--- src/rtl/ckv_pkg.sv ---
`default_nettype none

package ckv_pkg;

  localparam int CMD_W     = 2;
  localparam int KEY_W     = 64;
  localparam int VAL_W     = 64;
  localparam int STATUS_W  = 3;
  localparam int TOTAL_W   = 8;
  localparam int DEPTH_DEF = 128;

  // command codes
  localparam logic [CMD_W-1:0] CMD_INSERT = 2'd0;
  localparam logic [CMD_W-1:0] CMD_DELETE = 2'd1;
  localparam logic [CMD_W-1:0] CMD_SEARCH = 2'd2;

  // status codes
  localparam logic [STATUS_W-1:0] ST_INSERTED  = 3'd0;
  localparam logic [STATUS_W-1:0] ST_FULL      = 3'd1;
  localparam logic [STATUS_W-1:0] ST_DELETED   = 3'd2;
  localparam logic [STATUS_W-1:0] ST_NOT_FOUND = 3'd3;
  localparam logic [STATUS_W-1:0] ST_NO_DATA   = 3'd4;
  localparam logic [STATUS_W-1:0] ST_FOUND     = 3'd5;

  // per-cell control
  typedef struct packed {
    logic load;    // take the broadcast pair
    logic shift;   // take the upper neighbor's pair
    logic active;  // cell holds a valid entry
  } cell_ctrl_t;

  // broadcast bus to all cells
  typedef struct packed {
    logic [KEY_W-1:0] key;
    logic [VAL_W-1:0] value;
  } cell_bus_t;

endpackage

`default_nettype wire

--- src/rtl/ckv_prefix.sv ---
`default_nettype none

module ckv_prefix #(
  parameter int N = ckv_pkg::DEPTH_DEF
) (
  input  wire           clk,
  input  wire           rst_n,
  input  wire  [N-1:0]  match,
  output logic [N-1:0]  first,
  output logic [N-1:0]  upto,
  output logic          any
);
  import ckv_pkg::*;

  localparam int STEPS = $clog2(N);

  logic [N-1:0] pre [STEPS+1];
  logic [N-1:0] first_r;
  logic [N-1:0] upto_r;

  // log-depth prefix OR: bit i = OR of match[0..i]
  always_comb begin
    pre[0] = match;
    for (int s = 0; s < STEPS; s++) begin
      pre[s+1] = pre[s] | (pre[s] << (1 << s));
    end
  end

  always_ff @(posedge clk) begin
    if (!rst_n) begin
      first_r <= '0;
      upto_r  <= '0;
    end else begin
      first_r <= match & ~(pre[STEPS] << 1);
      upto_r  <= pre[STEPS];
    end
  end

  assign first = first_r;
  assign upto  = upto_r;
  assign any   = upto_r[N-1];

endmodule

`default_nettype wire

--- config.mk ---
export PLATFORM = sky130hd
export DESIGN_NAME = ckv_prefix
export DESIGN_NICKNAME = d
export VERILOG_FILES = /design/src/rtl/ckv_pkg.sv /design/src/rtl/ckv_prefix.sv
export SDC_FILE = /design/constraint.sdc
export NUM_CORES = 1
export LEC_CHECK = 0
export ABC_AREA = 1
export BUFFER_PORTS_ARGS = -buffer_cell sky130_fd_sc_hd__buf_2
export CAP_MARGIN = 15
export CORE_MARGIN = 2
export CORE_UTILIZATION = 40
export DETAILED_ROUTE_END_ITERATION = 8
export PLACE_DENSITY = 0.76
export RECOVER_POWER = 50
export SLEW_MARGIN = 20
export SYNTH_ARGS = -nofsm -noshare
export SYNTH_HDL_FRONTEND = slang
export SYNTH_SLANG_ARGS = --single-unit
--- constraint.sdc ---
create_clock -name clk -period 2.1 [get_ports clk]
set_clock_uncertainty 0.2 [all_clocks]
set_input_delay 0.315 -clock clk [delete_from_list [all_inputs] [get_ports clk]]
set_output_delay 0.315 -clock clk [all_outputs]
set_load 0.02 [all_outputs]
# --- After elaboration in Yosys (flattened, before gate mapping) ---
# Index checks and enable logic that the tools add are counted.
classes:
  bitwise_logic: 9
op_table:
  columns: ["cell", "count"]
  rows:
  - ["$or 128x128->128", 7]
  - ["$and 128x128->128", 1]
  - ["$not 128->128", 1]
totals:
  output_inout_bits: 257
  ff_bits: 256
  inputBits: 130

# --- Longest topological paths before layout ---
logic_depth:
  depth_word: 9
  depth_mapped: 9
  ltp_nobuf: 8

# --- Worst setup path after synthesis ---
# No wires, ideal clock.
synth_path:
  path_kind: "input -> register"
  startpoint: "input port match[2]"
  endpoint: "register upto_r[111], in the netlist upto[111]"
  slack_ps: 460
  t_arrival_ps: 1313
  required_time_ps: 1772
  stages: 9
  path_cell_list: "nor2_2 -> nand2_4 -> nor2_8 -> nand2_2 -> nor2_4 -> buf_6 -> nand2_2 -> nor2_1 -> nor2_1"
synth_via:
  elab_chain_len: 7
synth_lines:
  columns: ["element", "line", "text"]
  rows:
  - ["from (decl)", "ckv_prefix.sv:8", "input wire [N-1:0] match,"]
  - ["$or 128x128->128 (7 in a row)", "ckv_prefix.sv:25", "pre[s+1] = pre[s] | (pre[s] << (1 << s));"]
  - ["to (signal assigned)", "ckv_prefix.sv:35", "upto_r <= pre[STEPS];"]
  - ["to (decl)", "ckv_prefix.sv:19", "logic [N-1:0] upto_r;"]
# No other way between the ends.
# A chain may end at the register's enable or synchronous reset.

# --- Worst setup path in the final report ---
layout_path:
  startpoint: "input port match[50]"
  endpoint: "register upto_r[112], in the netlist upto[112]"
# Same word-level chain as after synthesis.

==> key figures <==
Clocking
  – Clock buffer depth: 3
  – Clock sinks: 255
  – Number of buffers created by CTS: 25
  – Max H-tree Level: 1
  – Clk root buf: clkbuf_16
  – CTS tree: yes
  – Clk slew on worst S/H paths: 0.06 ns

STA
  – Period minus WS final: 2.075 ns
  – RSZ-0062 raised after global routing: true
  – Slew @ Worst Pin: 0.4138 ns
  – Tcrit/Tclk final: 98.82%
  – Final Hold Vio Count: 0
  – Slew Viols, Final: 0
  – Achievable clock frequency: 481.9 MHz
  – Setup TNS: 0 ns
  – Rel. slew slack: 72.38%
  – Final setup violation count: 0

Cells and area
  – Nets: 2,166
  – FF/Latch Area: 5105 um^2
  – Fillers: 2,230
  – Highest-count cells in the layout ignoring fill and taps: 437 x nor2_1, 423 x nand2_1, 340 x buf_2, 255 x dfxtp_1, 133 x dlygate4sd3_1
  – Commonest non-fill, non-tap cell in the layout: nor2_1
  – Multi-input gate area: 4624 um^2
  – Design Area, Final: 15,260 um^2
  – Layout cells sized above 1: 28.63%
  – Area delta synth->final: 53.27%
  – Post-route insts no fill: 2,379

Critical path
  – Crit path arrival time: 2.29 ns
  – CP delay by family, top: simple AND/OR/NAND/NOR gates
  – Crit-path slowest cell: dlygate4sd3_1
  – Crit-path max FO: 3
  – Worst setup SP type: input pin
  – Setup crit end kind: flip-flop
  – Worst path max stage delay: 0.54 ns
  – Worst path bufs/invs: 3
  – CP Class: in -> reg
  – Required @ worst endpoint: 2.32 ns
  – Worst path cell trace: dlygate4sd3_1 -> buf_2 -> nor2_1 -> nand2_1 -> nor2_1 -> nand2_1 -> nor2_2 -> buf_4 -> nand2_1 -> nor2_1 -> nor2_1
  – Most used cell, CP: nor2_1

GRT
  – First-pass GRT wire length: 70.68 mm
  – Vias in the first global route: 11,960
  – Pin count of the biggest net entering global routing: 73
  – GR Overflow Total: 0
  – Initial antenna violation count: 3
  – Global Route Usage Sum: 36.09%

Drt
  – DR DRC count: 0
  – First-pass DRT Iterations: 5
  – Vias: 11,950
  – Antenna Nets Post-Route: 0
  – Wirelength, routed: 49.04 mm
  – Drt wl/cell: 20.61 um
  – Drt initial violations: 1,047
  – Drt via density: 5.023

Yosys
  – Syn Nets: 1,551
  – Distinct cells, synth: 24
  – Syn Std Cell Area: 9953 um^2
  – #FFs+latches synth: 255
  – Ys Warns: 0
  – Avg Inst Size Synth: 7.004 um^2
  – Cell count after synthesis: 1,421
  – Seq/Total Area, Yosys: 51.29%

Placement
  – Post-placement cell area: 12,960 um^2
  – IO buf count: 386
  – Dpl hpwl: 38.43 mm
  – Placer congestion estimate: 0.9828
  – Placed insts: 2,197

Power and ir drop
  – Leak Pwr: 6.837 nW
  – Tot Pwr: 10.83 mW
  – Pwr Density: 709.8 nW/um^2
  – Max VDD drop: 0.5721 mV

Min path
  – Hold Crit Class: in -> reg

Run
  – Max-Cap Viols: 0

Die
  – Starting Density: 40.81%
  – Die Wd: 161.7 um
  – IO Pins: 387
  – Die height: 161.7 um
  – Die area: 26,160 um^2
  – CORE AREA: 24,390 um^2
  – Std-Cell Rows: 57

Outcome
  – Status: finished, final reports clean
-- sequential cells by signal, indices dropped and copies added (netlist names) --
signal  flops
upto      128
first     127
-- cell usage after synthesis (all sizes together) --
cell / number / share of area (%)
o21ai: 2 / 0.10
inv: 64 / 2.4
buf: 7 / 0.45
nand3: 34 / 1.8
and2: 2 / 0.13
nand3b: 4 / 0.30
dfxtp: 255 / 51
clkbuf: 25 / 0.94
a21oi: 37 / 1.9
and3: 12 / 0.75
nor3: 33 / 2.2
nand2: 443 / 17
nor4: 2 / 0.13
nor2: 501 / 20
-- where the power goes --
part / switching [mW] / internal (mW)
logic: 0.769 / 0.477
clock network: 1.95 / 2.61
registers: 0.0460 / 4.97
total: 2.77 / 8.06
-- layout make-up --
type | instances | area share [%]
timing repair buffer | 620 | 26.52
clock buffer | 33 | 4.626
inverter | 64 | 1.575
multi-input combinational | 1070 | 30.31
tap | 324 | 2.657
antenna | 1 | 0.01640
clock inverter | 12 | 0.8283
sequential | 255 | 33.46
-- what timing repair did --
item,4_1_cts,5_1_grt
gates resized for setup,0,65
setup buffers,0,2
setup endpoints to repair,0,88
hold buffers,134,0
hold endpoints to repair,130,0
-- worst min-delay path, stage by stage --
cell     delay [ns]
buf_2          0.13
nand2_1        0.09
nor2_1         0.05
buf_4          0.12
-- path summary, 6_finish.rpt --
kind | from | end | cells past startpoint
worst max-delay path | match[50] | upto[112] | 11
worst min-delay path | match[47] | first[47] | 4
-- metal layers --
metal	routed length (um)	track usage [%]
met1	19060	42.73
met2	23360	63.31
met3	4088	6.537
met4	2511	17.30
met5	24	0
-- through the flow --
stage | util (%) | hold WS, ns | worst slack, ns
6_report | 62.55 | 0.01369 | 0.02487
5_1_grt | 62.54 | 0.02954 | -0.02333
4_1_cts | 62.07 | 0.007155 | 0.003246
3_5_place_dp | 53.15 | 0.3634 | -0.1693
3_3_place_gp | 53.15 | 0.3640 | -0.1613
2_1_floorplan | - | 0.1931 | 0.4596
-- logic make-up (layout without fill, tap and decap cells) --
| kind of cell | Yosys count | count (layout) | synth area share [%] |
|---|---|---|---|
| AND/OR/NAND/NOR | 1031 | 1031 | 42.94 |
| flip-flops | 255 | 255 | 51.29 |
| buffers and inverters | 96 | 729 | 3.809 |
| AO/OA/AOI/OAI | 39 | 39 | 1.961 |
| other | 0 | 1 | 0 |
No activity file was read; power rests on OpenSTA's default activity.
