[src/rtl/ckv_pkg.sv]
`default_nettype none

package ckv_pkg;

  localparam int CMD_W     = 2;
  localparam int KEY_W     = 64;
  localparam int VAL_W     = 64;
  localparam int STATUS_W  = 3;
  localparam int TOTAL_W   = 8;
  localparam int DEPTH_DEF = 128;

  // command codes
  localparam logic [CMD_W-1:0] CMD_INSERT = 2'd0;
  localparam logic [CMD_W-1:0] CMD_DELETE = 2'd1;
  localparam logic [CMD_W-1:0] CMD_SEARCH = 2'd2;

  // status codes
  localparam logic [STATUS_W-1:0] ST_INSERTED  = 3'd0;
  localparam logic [STATUS_W-1:0] ST_FULL      = 3'd1;
  localparam logic [STATUS_W-1:0] ST_DELETED   = 3'd2;
  localparam logic [STATUS_W-1:0] ST_NOT_FOUND = 3'd3;
  localparam logic [STATUS_W-1:0] ST_NO_DATA   = 3'd4;
  localparam logic [STATUS_W-1:0] ST_FOUND     = 3'd5;

  // per-cell control
  typedef struct packed {
    logic load;    // take the broadcast pair
    logic shift;   // take the upper neighbor's pair
    logic active;  // cell holds a valid entry
  } cell_ctrl_t;

  // broadcast bus to all cells
  typedef struct packed {
    logic [KEY_W-1:0] key;
    logic [VAL_W-1:0] value;
  } cell_bus_t;

endpackage

`default_nettype wire

[src/rtl/ckv_cell.sv]
`default_nettype none

module ckv_cell (
  input  wire                       clk,
  input  wire                       rst_n,
  input  wire ckv_pkg::cell_ctrl_t  ctrl,
  input  wire ckv_pkg::cell_bus_t   bus,
  input  wire [ckv_pkg::KEY_W-1:0]  nb_key,
  input  wire [ckv_pkg::VAL_W-1:0]  nb_value,
  output logic [ckv_pkg::KEY_W-1:0] cur_key,
  output logic [ckv_pkg::VAL_W-1:0] cur_value,
  output logic                      match
);
  import ckv_pkg::*;

  logic [KEY_W-1:0] key_r;
  logic [VAL_W-1:0] value_r;
  logic             match_r;

  // stored pair: insert load, or compaction from the neighbor above
  always_ff @(posedge clk) begin
    if (ctrl.load) begin
      key_r   <= bus.key;
      value_r <= bus.value;
    end else if (ctrl.shift) begin
      key_r   <= nb_key;
      value_r <= nb_value;
    end
  end

  always_ff @(posedge clk) begin
    if (!rst_n) begin
      match_r <= 1'b0;
    end else begin
      match_r <= ctrl.active && (key_r == bus.key);
    end
  end

  assign cur_key   = key_r;
  assign cur_value = value_r;
  assign match     = match_r;

endmodule

`default_nettype wire

[config.mk]
export PLATFORM = sky130hd
export DESIGN_NAME = ckv_cell
export DESIGN_NICKNAME = d
export VERILOG_FILES = /design/src/rtl/ckv_pkg.sv /design/src/rtl/ckv_cell.sv
export SDC_FILE = /design/constraint.sdc
export NUM_CORES = 1
export LEC_CHECK = 0
export BUFFER_PORTS_ARGS = -buffer_cell sky130_fd_sc_hd__buf_2
export CAP_MARGIN = 20
export CELL_PAD_IN_SITES_DETAIL_PLACEMENT = 0
export CELL_PAD_IN_SITES_GLOBAL_PLACEMENT = 2
export CORE_UTILIZATION = 24
export CTS_CLUSTER_SIZE = 16
export DETAILED_ROUTE_END_ITERATION = 6
export PLACE_DENSITY = 0.81
export RECOVER_POWER = 100
export REMOVE_ABC_BUFFERS = 1
export SLEW_MARGIN = 5
export SYNTH_ARGS = -nofsm -noshare
export SYNTH_HDL_FRONTEND = slang
export SYNTH_SLANG_ARGS = --single-unit
export TNS_END_PERCENT = 20
[constraint.sdc]
create_clock -name clk -period 4.7 [get_ports clk]
set_input_delay 0.705 -clock clk [delete_from_list [all_inputs] [get_ports clk]]
set_output_delay 0.705 -clock clk [all_outputs]
set_load 0.05 [all_outputs]
# Word-level counts from Yosys, hierarchy flattened
# Index checks and enable logic that the tools add are counted.
# totals
word_cells	10
memories	0
output_inout_bits	129
rom_bits	0
latchBits	0
ff_bits	129
mem_bits_rw	0
# classes
n_eq_ne	1
mux	4
shift	0
n_div	0
multipliers	0
n_lt_le_gt_ge	0
bitwise	0
reduce_logical	2
n_addsub	0
# op_table
operator	n
$mux 64	4
$eq 64x64->1	1
$reduce_bool 2->1	1
$logic_and 1x1->1	1

# Logic depth before layout (Yosys ltp)
# Gate-level depths: netlist of run 1.
# logic_depth
word_depth	2
depth_mapped	5

# Worst setup path after synthesis of run 1
# OpenSTA, ideal clock, no wires.
# synth_timing
kind	input -> register
start	in ctrl[2] (netlist bit)
end	reg key_r[0], in the netlist cur_key[0] (enable)
arrival_time_ps	3968
path_stages	3
path_slack_ps	236
required_ps	4204
path_buffers	2
path_cell_list	buf_2 > buf_2 > or2_1
# synth_via
elab_chain_cells	1
# synth_rtl
element	line_no	text
start: declaration	ckv_cell.sv:6	input wire ckv_pkg::cell_ctrl_t ctrl,
$reduce_bool 2->1 (no line)	n/a	
end signal: assignment	ckv_cell.sv:23	key_r <= bus.key;
end signal: assignment	ckv_cell.sv:26	key_r <= nb_key;
end: declaration	ckv_cell.sv:16	logic [KEY_W-1:0] key_r;
# No other way between the ends.
# A chain may end at the register's enable or synchronous reset.

# Worst setup path after layout of run 1
# layout_timing
start	in ctrl[2] (netlist bit)
end	reg value_r[63], in the netlist cur_value[63] (enable)
# layout_via
elab_chain_cells	1
# layout_rtl
element	line_no	text
$reduce_bool 2->1 (no line)	n/a	
end signal: assignment	ckv_cell.sv:24	value_r <= bus.value;
end signal: assignment	ckv_cell.sv:27	value_r <= nb_value;
end: declaration	ckv_cell.sv:17	logic [VAL_W-1:0] value_r;
# No other way between the ends.

==> results of run 1 <==
metrics by stage:
| stage | utilization (%) | total power (W) | instances | setup WS [ps] |
|---|---|---|---|---|
| final | 35.1 | 0.00359 | 1113 | 1540 |
| after floorplan | - | 0.00210 | 358 | 695 |
| after detailed placement | 33.7 | 0.00241 | 1080 | 2270 |
| after CTS | 35.9 | 0.00368 | 1111 | 2720 |
| after global routing | 35.1 | 0.00373 | 1113 | 1360 |
| after global placement | 33.7 | 0.00241 | 1080 | 2260 |
state kept, by name (all words and copies together) (netlist names):
name and cells:
cur_key 64, cur_value 64, match 1
worst max-delay path by stage:
stage               cells past startpoint  startpoint  slack, ps       endpoint
global placement                        3     ctrl[2]       2260  cur_value[63]
global route                            3     ctrl[2]       1360  cur_value[63]
finish                                  3     ctrl[2]       1540  cur_value[63]
CTS                                     3     ctrl[2]       2720  cur_value[62]
floorplan                               1     ctrl[1]        690     cur_key[0]
detailed placement                      3     ctrl[2]       2270  cur_value[62]
worst max-delay path, delay by kind of cell:
family | cells | cell delay, ps
and+or+nand+nor | 1 | 710
buffers and inverters | 2 | 1540
report_power, final:
| part | switching [W] | leakage (nW) | internal (W) |
|---|---|---|---|
| registers | 0.0000609 | 1.31 | 0.00142 |
| clock network | 0.000521 | 0.255 | 0.000722 |
| logic | 0.000636 | 1.94 | 0.000233 |
cells in the final DEF, fill, tap and decap left out, types with 5 or more instances in the layout:
cell type and count:
clkinvlp_4 5, clkbuf_1 130, edfxtp_1 128, xor2_1 11, mux2_2 19, nand4_1 12, inv_1 13, buf_2 259
mux2_1 109, clkbuf_16 17, xnor2_1 40
final cells by class:
type / count / area, sq um
clock inverter: 14 / 118
clock buffer: 17 / 425
fill: 2628 / 16300
antenna: 2 / 5.00
tap: 330 / 413
timing repair buffer: 392 / 1800
sequential: 129 / 3860
multi-input combinational: 215 / 2150
inverter: 14 / 52.6
metal layers:
layer	track usage (%)	part of all wire (%)	routed length [microns]	vias to the layer above
met5	0	0	0	-
li1	-	-	-	2235
met4	3.99	0.96	176	0
met1	15.9	41	7490	2156
met2	24.0	52	9550	191
met3	3.86	6.1	1120	10
cells by family (layout without fill, tap and decap cells):
group,after synthesis,count (layout),synth area share (%)
flops,129,129,63.1
mux,128,128,23.5
xor+xnor,51,51,7.29
buf+inv,28,437,1.96
simple gates,22,22,2.49
compound gates,14,14,1.67
other cells,0,2,0
==> out/summary.log, run 1 <==
INFO  placed_design  dp_hpwl=14300microns
INFO  clock_tree     post_cts_setup_buffer_count=0
INFO  clock_tree     postCtsHoldBufs=0
INFO  worst_setup_path timing.critical_path.fanout_max=67
INFO  floorplanning  die-area=26200squm
INFO  hold_path      hold_path.class=in2reg
INFO  timing         rsz_0062_raised_after_global_routing=false
INFO  worst_setup_path crit_slowest_cell=clkbuf_2
INFO  floorplanning  std_cell_rows=58
INFO  floorplanning  die_w=162microns
INFO  power          ir_drop=183uV
INFO  clock_tree     clock-sinks=129
INFO  clock_tree     cts_root_buffer=clkbuf_16
INFO  synthesis      netlist_top_cells_area=edfxtp_1 (63%), mux2_1 (20%), xnor2_1 (5.7%)
INFO  worst_setup_path reg2reg_setup_slack=3030ps
INFO  timing         post_route_minimum_period=3160ps
INFO  hold_path      hold_path.startpoint=nb_value[27]
INFO  hold_path      worstHoldPathCells=2
INFO  synthesis      synth.yosys.seq_area_share=63.1%
INFO  clock_tree     insertion_delay=410ps
INFO  synthesis      synthMostInstantiatedCell=edfxtp_1
INFO  global_route   grt_antenna_before_repair=2
INFO  timing         hold_viol=0
INFO  timing         max_slew.worst_pin.slew=1900ps
INFO  timing         fin_setup_tns=0ps
INFO  clock_tree     cts_tree=done
INFO  synthesis      synth.lib_cells_used.distinct=24
INFO  clock_tree     clockBufferDepth=2
INFO  synthesis      syn-mean-instance-area=16.5squm
INFO  detailed_routing first_pass_drt_iterations=4
INFO  final_layout   nNetsFinal=1030
INFO  detailed_routing first_drt_iteration_drcs=176
INFO  global_route   grt_ovf=0
INFO  placed_design  buffer_ports.inserted=389
INFO  outcome        outcome=finished with violations
INFO  synthesis      netlist.area_leader.share=62.7%
INFO  placed_design  gpl.final_weighted_congestion=0.802
INFO  detailed_routing route.final.wire_length=18300microns
INFO  clock_tree     cts_resized=0
INFO  final_layout   layout.cell_area.non_filler=8820squm
INFO  clock_tree     clock_tree.htree_level_count=4
INFO  floorplanning  die_height=162microns
INFO  worst_setup_path r2r-start=cur_key[11]
INFO  worst_setup_path cp-end-kind=flop
INFO  synthesis      number_of_synthesized_register_bits=129
INFO  worst_setup_path worstPathCellList=clkbuf_1 > or2_4 > clkbuf_2
INFO  worst_setup_path critPathLaunchType=primary input
INFO  timing         maxClockFrequency=0.316GHz
INFO  detailed_routing drc=0
INFO  worst_setup_path r2r-end=match
INFO  worst_setup_path critical_path_required=4700ps
INFO  floorplanning  initial_core_util=24.4%
INFO  timing         slew-limit-headroom=-26.7%
INFO  synthesis      synth_cells=372
INFO  clock_tree     clkTransAtPathRegs=60ps
INFO  timing         slew_viol_final=142
INFO  detailed_routing post_drt_via_cell_ratio=4.13
INFO  timing         fin_hold_ws=570ps
INFO  synthesis      synth_enable_flop_cells=128
INFO  global_route   grt_start_max_net_pins=74
INFO  power          p_leak=3.51nW
INFO  global_route   track_usage=13.6%
INFO  global_route   grt_first_pass_wirelength=26600microns
INFO  timing         final.setup_skew=6.16ps
INFO  timing         setup_violations=0
INFO  floorplanning  coreArea=25100squm
INFO  final_layout   drive_above_1_share=40.5%
INFO  placed_design  postPlaceCellArea=8460squm
INFO  worst_setup_path cp.arrival=3160ps
INFO  detailed_routing dr_total_vias=4592
INFO  worst_setup_path reg2regPathDepth=5
INFO  synthesis      synth.cells.most_frequent=edfxtp_1 (128), mux2_1 (109), xnor2_1 (40), mux2_2 (19), inv_1 (13)
INFO  outcome        failed_checks=max-capacitance violations, max-slew violations
INFO  flow_run       drv.max_cap_violation_count=2
INFO  synthesis      synthesis.area=6130squm
INFO  synthesis      asyncSetResetFlopFracSynth=0%
INFO  synthesis      postSynth.topFlopCell=edfxtp_1
INFO  worst_setup_path timing_worst_setup_path_type=in2reg
INFO  synthesis      yosysTopAreaCell=edfxtp_1
INFO  hold_path      min_to=cur_value[27]
INFO  synthesis      yosys_warnings=0
INFO  final_layout   area_growth_syn_to_layout=44.0%
INFO  clock_tree     cts_buf_count=17
INFO  worst_setup_path critical_path.max_stage_delay=1390ps
INFO  global_route   grt_pass1_vias=4772
INFO  detailed_routing routedWlPerCell=16.5microns
INFO  detailed_routing antenna_left=0
INFO  timing         post-route-period-util=67.3%
INFO  floorplanning  io_pins=390
INFO  power          power_density=407nW/um^2
(Power assumes the default switching activity.)
==> run 2, diff against run 1 <==
Clock period 4.7 ns to 2.7 ns, I/O delays scaled along.
==> out/summary.log, run 2 (synthesis results as in run 1) <==
INFO  outcome        outcome=completed
INFO  timing         rsz_0062_raised_after_global_routing=false
INFO  floorplanning  std_cell_rows=58 [unchanged]
INFO  global_route   track_usage=14.2% [+0.57 points]
INFO  worst_setup_path cp-end-kind=flop
INFO  flow_run       drv.max_cap_violation_count=0 [-2]
INFO  placed_design  buffer_ports.inserted=389 [unchanged]
INFO  detailed_routing drc=0 [unchanged]
INFO  timing         maxClockFrequency=0.483GHz
INFO  worst_setup_path r2r-start=cur_key[11]
INFO  floorplanning  initial_core_util=24.4% [unchanged]
INFO  worst_setup_path timing.critical_path.fanout_max=49 [-27%]
INFO  hold_path      worstHoldPathCells=2 [unchanged]
INFO  final_layout   multi_input_comb_area=2140squm [-0.41%]
INFO  power          power_density=702nW/um^2 [+73%]
INFO  detailed_routing first_pass_drt_iterations=4 [unchanged]
INFO  clock_tree     insertion_delay=420ps [about the same]
INFO  timing         post-route-period-util=76.6%
INFO  detailed_routing route.final.wire_length=18600microns [+1.5%]
INFO  final_layout   area_growth_syn_to_layout=44.4%
INFO  worst_setup_path cp.arrival=2220ps [-940 ps]
INFO  floorplanning  io_pins=390 [unchanged]
INFO  final_layout   nNetsFinal=1031 [+0.097%]
INFO  global_route   grt_first_pass_wirelength=27800microns [+4.6%]
INFO  detailed_routing post_drt_via_cell_ratio=4.20 [+1.7%]
INFO  timing         slew_viol_final=0 [-100%]
INFO  detailed_routing antenna_left=0 [unchanged]
INFO  global_route   grt_antenna_before_repair=4 [+2]
INFO  worst_setup_path reg2reg_setup_slack=770ps [-2260 ps]
INFO  hold_path      min_to=cur_key[15]
INFO  detailed_routing dr_total_vias=4684 [+2.0%]
INFO  timing         fin_setup_tns=0ps [unchanged]
INFO  floorplanning  die-area=26200squm [unchanged]
INFO  power          ir_drop=334uV [+83%]
INFO  clock_tree     cts_resized=0 [unchanged]
INFO  final_layout   area.sequential=3860squm [unchanged]
INFO  global_route   grt_start_max_net_pins=68 [-8.1%]
INFO  final_layout   drive_above_1_share=40.5% [about the same]
INFO  clock_tree     clockBufferDepth=2 [unchanged]
INFO  placed_design  gpl.final_weighted_congestion=0.798 [-0.51%]
INFO  timing         slew-limit-headroom=13.9% [+41 points]
INFO  timing         final.setup_skew=11.9ps [+5.79 ps]
INFO  worst_setup_path r2r-end=match
INFO  clock_tree     clock_tree.htree_level_count=4 [unchanged]
INFO  floorplanning  die_w=162microns [unchanged]
INFO  clock_tree     post_cts_setup_buffer_count=0 [unchanged]
INFO  power          p_leak=3.52nW [+0.33%]
INFO  global_route   grt_pass1_vias=5005 [+4.9%]
INFO  worst_setup_path timing_worst_setup_path_type=in2reg
INFO  final_layout   layout_commonest_cell=buf_2
INFO  placed_design  dp_hpwl=14600microns [+1.8%]
INFO  clock_tree     clkTransAtPathRegs=60ps [about the same]
INFO  clock_tree     cts_root_buffer=clkbuf_16
INFO  timing         post_route_minimum_period=2070ps
INFO  worst_setup_path reg2regPathDepth=5 [unchanged]
INFO  worst_setup_path timing.critical_path.from=ctrl[2]
INFO  detailed_routing first_drt_iteration_drcs=196 [+11%]
INFO  timing         setup_violations=0 [unchanged]
INFO  worst_setup_path critPathLaunchType=primary input
INFO  clock_tree     clock-sinks=129 [unchanged]
INFO  detailed_routing routedWlPerCell=16.7microns [+1.3%]
INFO  worst_setup_path critical_path_required=2850ps [-1850 ps]
INFO  placed_design  dp_cell_count=1081 [+0.093%]
INFO  timing         hold_viol=0 [unchanged]
INFO  clock_tree     cts_tree=done
INFO  floorplanning  die_height=162microns [unchanged]
INFO  timing         max_slew.worst_pin.slew=1290ps [-609 ps]
INFO  floorplanning  coreArea=25100squm [unchanged]
INFO  hold_path      hold_path.class=in2reg
INFO  hold_path      hold_path.startpoint=nb_key[15]
INFO  global_route   grt_ovf=0 [unchanged]
INFO  final_layout   fin_cells=1116 [+0.27%]
INFO  timing         fin_hold_ws=270ps [-300 ps]
INFO  clock_tree     cts_buf_count=17 [unchanged]
INFO  final_layout   commonest_non_fill_non_tap_cells_in_the_layout=buf_2 (259), clkbuf_1 (130), edfxtp_1 (128), mux2_1 (109), xnor2_1 (40)
INFO  clock_tree     postCtsHoldBufs=0 [unchanged]
INFO  final_layout   fillCellCount=2609 [-0.72%]
-- run 2: how the worst max path moves through the flow --
stage / to / cells after the start
final: cur_key[5] / 3
after global routing: cur_key[5] / 3
after CTS: match / 5
after detailed placement: match / 6
after global placement: match / 6
after floorplan: cur_key[0] / 1
-- run 2: stage by stage --
step,utilization (%),instance area [sq um],worst slack [ps],power [W]
after CTS,36.0,9040,941,0.00637
after detailed placement,33.9,8500,851,0.00421
after global routing,35.2,8850,463,0.00648
after floorplan,-,6060,-1010,0.00366
final,35.2,8850,631,0.00621
after global placement,33.9,8500,854,0.00420
-- run 2: final cells by class --
cell class / count / share of cell area, %
sequential: 129 / 43.7
multi-input combinational: 215 / 24.2
timing repair buffer: 393 / 20.8
clock buffer: 18 / 4.85
tap: 330 / 4.67
clock inverter: 14 / 1.19
inverter: 14 / 0.594
antenna: 3 / 0.0848
-- run 2: where the power goes --
group          leakage [nW]  switching (W)  internal, W
clock                 0.250       0.000937      0.00118
sequential             1.31       0.000108      0.00246
combinational          1.96        0.00111     0.000409
-- run 2: metal layers --
| layer | track usage (%) | routed length (microns) | vias to the layer above |
|---|---|---|---|
| li1 | - | - | 2233 |
| met1 | 16.3 | 7350 | 2209 |
| met2 | 24.5 | 9590 | 209 |
| met3 | 4.39 | 1240 | 31 |
| met4 | 5.49 | 429 | 2 |
| met5 | 0 | 10 | - |
-- run 2: critical path, cell delays in order --
cell	delay, ps
buf_4	310
clkbuf_2	1020
mux2_2	430
==> run 3, diff against run 2 <==
Settings changed: ABC_AREA from default to 1, CORE_UTILIZATION 24 to 23, PLACE_DENSITY 0.81 to 0.84.
Clock period 2.7 ns to 2.16 ns, I/O delays scaled along.
==> out/summary.log, run 3 <==
INFO  timing         max_slew.worst_pin.slew=793ps [-498 ps]
INFO  detailed_routing first_drt_iteration_drcs=339 [+73%]
INFO  synthesis      synth_cells=778 [+110%]
INFO  final_layout   layout_commonest_cell=nand2_1
INFO  detailed_routing routedWlPerCell=14.8microns [-11%]
INFO  timing         setup_violations=0 [unchanged]
INFO  worst_setup_path critPathLaunchType=primary input
INFO  clock_tree     clkTransAtPathRegs=70ps [about the same]
INFO  floorplanning  initial_core_util=23.4% [-0.96 points]
INFO  final_layout   area_growth_syn_to_layout=41.8%
INFO  global_route   use_met2=26.9% [+2.4 points]
INFO  hold_path      hold_path.class=in2reg
INFO  flow_run       drv.max_cap_violation_count=0 [unchanged]
INFO  timing         slew-limit-headroom=47.1% [+33 points]
INFO  floorplanning  die-area=29200squm [+11%]
INFO  worst_setup_path r2r-start=cur_key[20]
INFO  power          p_comb_share=25.4% [+0.9 points]
INFO  worst_setup_path cp-end-kind=flop
INFO  placed_design  buffer_ports.inserted=389 [unchanged]
INFO  final_layout   nNetsFinal=1429 [+39%]
INFO  hold_path      worstHoldPathCells=3 [+1]
INFO  clock_tree     post_cts_setup_buffer_count=0 [unchanged]
INFO  detailed_routing drc=0 [unchanged]
INFO  clock_tree     cts_root_buffer=clkbuf_16
INFO  worst_setup_path reg2regPathDepth=7 [+2]
INFO  final_layout   commonest_non_fill_non_tap_cells_in_the_layout=nand2_1 (433), buf_2 (259), clkbuf_1 (133), edfxtp_1 (128), inv_1 (83)
INFO  synthesis      synth_enable_flop_cells=128 [unchanged]
INFO  timing         post_route_minimum_period=1680ps
INFO  clock_tree     cts_tree=done
INFO  clock_tree     clockBufferDepth=2 [unchanged]
INFO  worst_setup_path timing.critical_path.fanout_max=50 [+2.0%]
INFO  detailed_routing first_pass_drt_iterations=5 [+1]
INFO  clock_tree     clock-sinks=129 [unchanged]
INFO  floorplanning  die_w=171microns [+5.5%]
INFO  detailed_routing post_drt_via_cell_ratio=4.02 [-4.3%]
INFO  power          clock_network_fraction_of_design_power=34.4% [+0.3 points]
INFO  timing         post-route-period-util=77.8%
INFO  final_layout   fin_util=33.2% [-2.0 points]
INFO  final_layout   layout.cell_area.non_filler=9290squm [+5.0%]
INFO  detailed_routing dr_total_vias=6267 [+34%]
INFO  synthesis      asyncSetResetFlopFracSynth=0% [unchanged]
INFO  power          p_leak=4.58nW [+30%]
INFO  global_route   grt_start_max_net_pins=79 [+16%]
INFO  global_route   groute.layer.met1.usage=17.0% [+0.77 points]
INFO  clock_tree     insertion_delay=430ps [about the same]
INFO  global_route   grt_util_met3=5.85% [+1.5 points]
INFO  clock_tree     clock_tree.htree_level_count=4 [unchanged]
INFO  timing         maxClockFrequency=0.595GHz
INFO  synthesis      synth.yosys.seq_area_share=59.0% [-4.1 points]
INFO  synthesis      netlist_top_cells_area=edfxtp_1 (59%), nand2_1 (25%), inv_1 (4.8%)
INFO  synthesis      synthMostInstantiatedCell=nand2_1
INFO  synthesis      syn-mean-instance-area=8.42squm [-49%]
INFO  global_route   global_route.peak_usage_layer=met2
INFO  global_route   grt_ovf=0 [unchanged]
INFO  synthesis      synthesis.area=6550squm [+6.9%]
INFO  synthesis      synth.lib_cells_used.distinct=17 [-29%]
INFO  power          power_density=860nW/um^2 [+23%]
INFO  timing         final.setup_skew=5.25ps [-6.70 ps]
INFO  synthesis      number_of_synthesized_register_bits=129 [unchanged]
INFO  placed_design  gpl.final_weighted_congestion=0.765 [-4.1%]
INFO  clock_tree     cts_resized=0 [unchanged]
INFO  clock_tree     cts_buf_count=17 [unchanged]
INFO  timing         hold_viol=0 [unchanged]
INFO  detailed_routing route.final.wire_length=23100microns [+24%]
INFO  synthesis      netlist.area_leader.share=58.7% [-4.0 points]
INFO  placed_design  dp_hpwl=18000microns [+24%]
INFO  synthesis      yosys_warnings=0 [unchanged]
INFO  worst_setup_path cp.arrival=1740ps [-480 ps]
INFO  placed_design  postPlaceCellArea=8930squm [+5.0%]
INFO  global_route   track_usage=15.5% [+1.3 points]
INFO  power          swShare=35.9% [+1.2 points]
INFO  detailed_routing antenna_left=0 [unchanged]
INFO  final_layout   drive_above_1_share=25.3% [-15 points]
INFO  global_route   grt_first_pass_wirelength=33400microns [+20%]
INFO  floorplanning  io_pins=390 [unchanged]
INFO  worst_setup_path timing.critical_path.from=ctrl[2]
INFO  synthesis      postSynth.topFlopCell=edfxtp_1
INFO  floorplanning  coreArea=27900squm [+11%]
INFO  power          power_switching=0.00287W [+33%]
INFO  floorplanning  std_cell_rows=61 [+5.2%]
INFO  worst_setup_path critical_path_required=2220ps [-630 ps]
INFO  floorplanning  die_height=171microns [+5.5%]
INFO  power          seqPwrFrac=40.2% [-1.2 points]
INFO  power          ir_drop=367uV [+9.9%]
INFO  synthesis      synth.cells.most_frequent=nand2_1 (433), edfxtp_1 (128), inv_1 (83), o21ai_0 (44), nor2_1 (27)
INFO  timing         rsz_0062_raised_after_global_routing=false
INFO  clock_tree     postCtsHoldBufs=0 [unchanged]
INFO  final_layout   fillCellCount=3150 [+21%]
INFO  power          power_report.internal_total=0.00512W [+26%]
INFO  hold_path      hold_path.startpoint=nb_value[21]
INFO  global_route   grt_antenna_before_repair=3 [-1]
INFO  outcome        outcome=completed
INFO  worst_setup_path timing_worst_setup_path_type=in2reg
INFO  timing         slew_viol_final=0 [unchanged]
INFO  synthesis      yosysTopAreaCell=edfxtp_1
INFO  global_route   grt_pass1_vias=6171 [+23%]
==> run 3: cell types whose count changed after synthesis, moves of 6 or more <==
cell     before  now
nor2_1        0   27
mux2_2       19    0
xnor2_1      40   18
mux2_1      109    0
o21ai_0       0   44
nand4_1      12    3
inv_1        13   83
nand2_1       1  433
xor2_1       11    0
buf_6         0    6
==> run 3: cell type report <==
type	instances	area [sq um]	area share (%)
flip-flops and latches	129	3860	41.6
clock inverters	15	121	1.31
inverters	84	320	3.45
repair buffers	399	1880	20.3
clock buffers	17	425	4.58
diodes	1	2.50	0.0269
well taps	378	473	5.09
multi-input cells	537	2200	23.7
==> run 3: per-stage QoR <==
stage / worst slack [ps] / std cells / total power [W] / TNS (ps) / hold slack [ps]
2_1_floorplan: -179 / 750 / 0.00465 / -22950 / 503
3_3_place_gp: 621 / 1527 / 0.00538 / 0 / 588
3_5_place_dp: 597 / 1527 / 0.00539 / 0 / 592
4_1_cts: 688 / 1559 / 0.00818 / 0 / 124
5_1_grt: 406 / 1559 / 0.00833 / 0 / 140
6_report: 481 / 1560 / 0.00799 / 0 / 151
==> run 3: final timing paths <==
kind / slack [ps] / end
max: 480 / cur_key[28]
min: 150 / cur_value[21]
max reg2reg: 800 / match
min reg2reg: 750 / match
==> run 3: logic make-up after synthesis <==
family	synth area share [%]
DFF	59.0
and+or+nand+nor	27.0
xor gates and xnor gates	2.41
AOI/OAI and AO/OA	4.15
buffers and inverters	7.47
==> run 3: layer usage <==
metal	vias to the layer above	part of all wire [%]	routed length, microns
met1	2753	40	9120
met5	-	0.056	13
met4	2	1.8	409
met2	263	49	11300
li1	3222	-	-
met3	27	9.4	2160
==> run 3: worst max-delay path, stage by stage <==
cell	delay, ps
clkbuf_1	470
or2_4	250
clkbuf_4	630
==> run 3: power groups by stage <==
stage | Clock [W] | Sequential, W | Combinational (W)
2_1_floorplan | 0 | 0.00422 | 0.000430
3_3_place_gp | 0 | 0.00325 | 0.00214
3_5_place_dp | 0 | 0.00326 | 0.00214
4_1_cts | 0.00283 | 0.00321 | 0.00214
5_1_grt | 0.00290 | 0.00325 | 0.00218
6_report | 0.00275 | 0.00321 | 0.00203
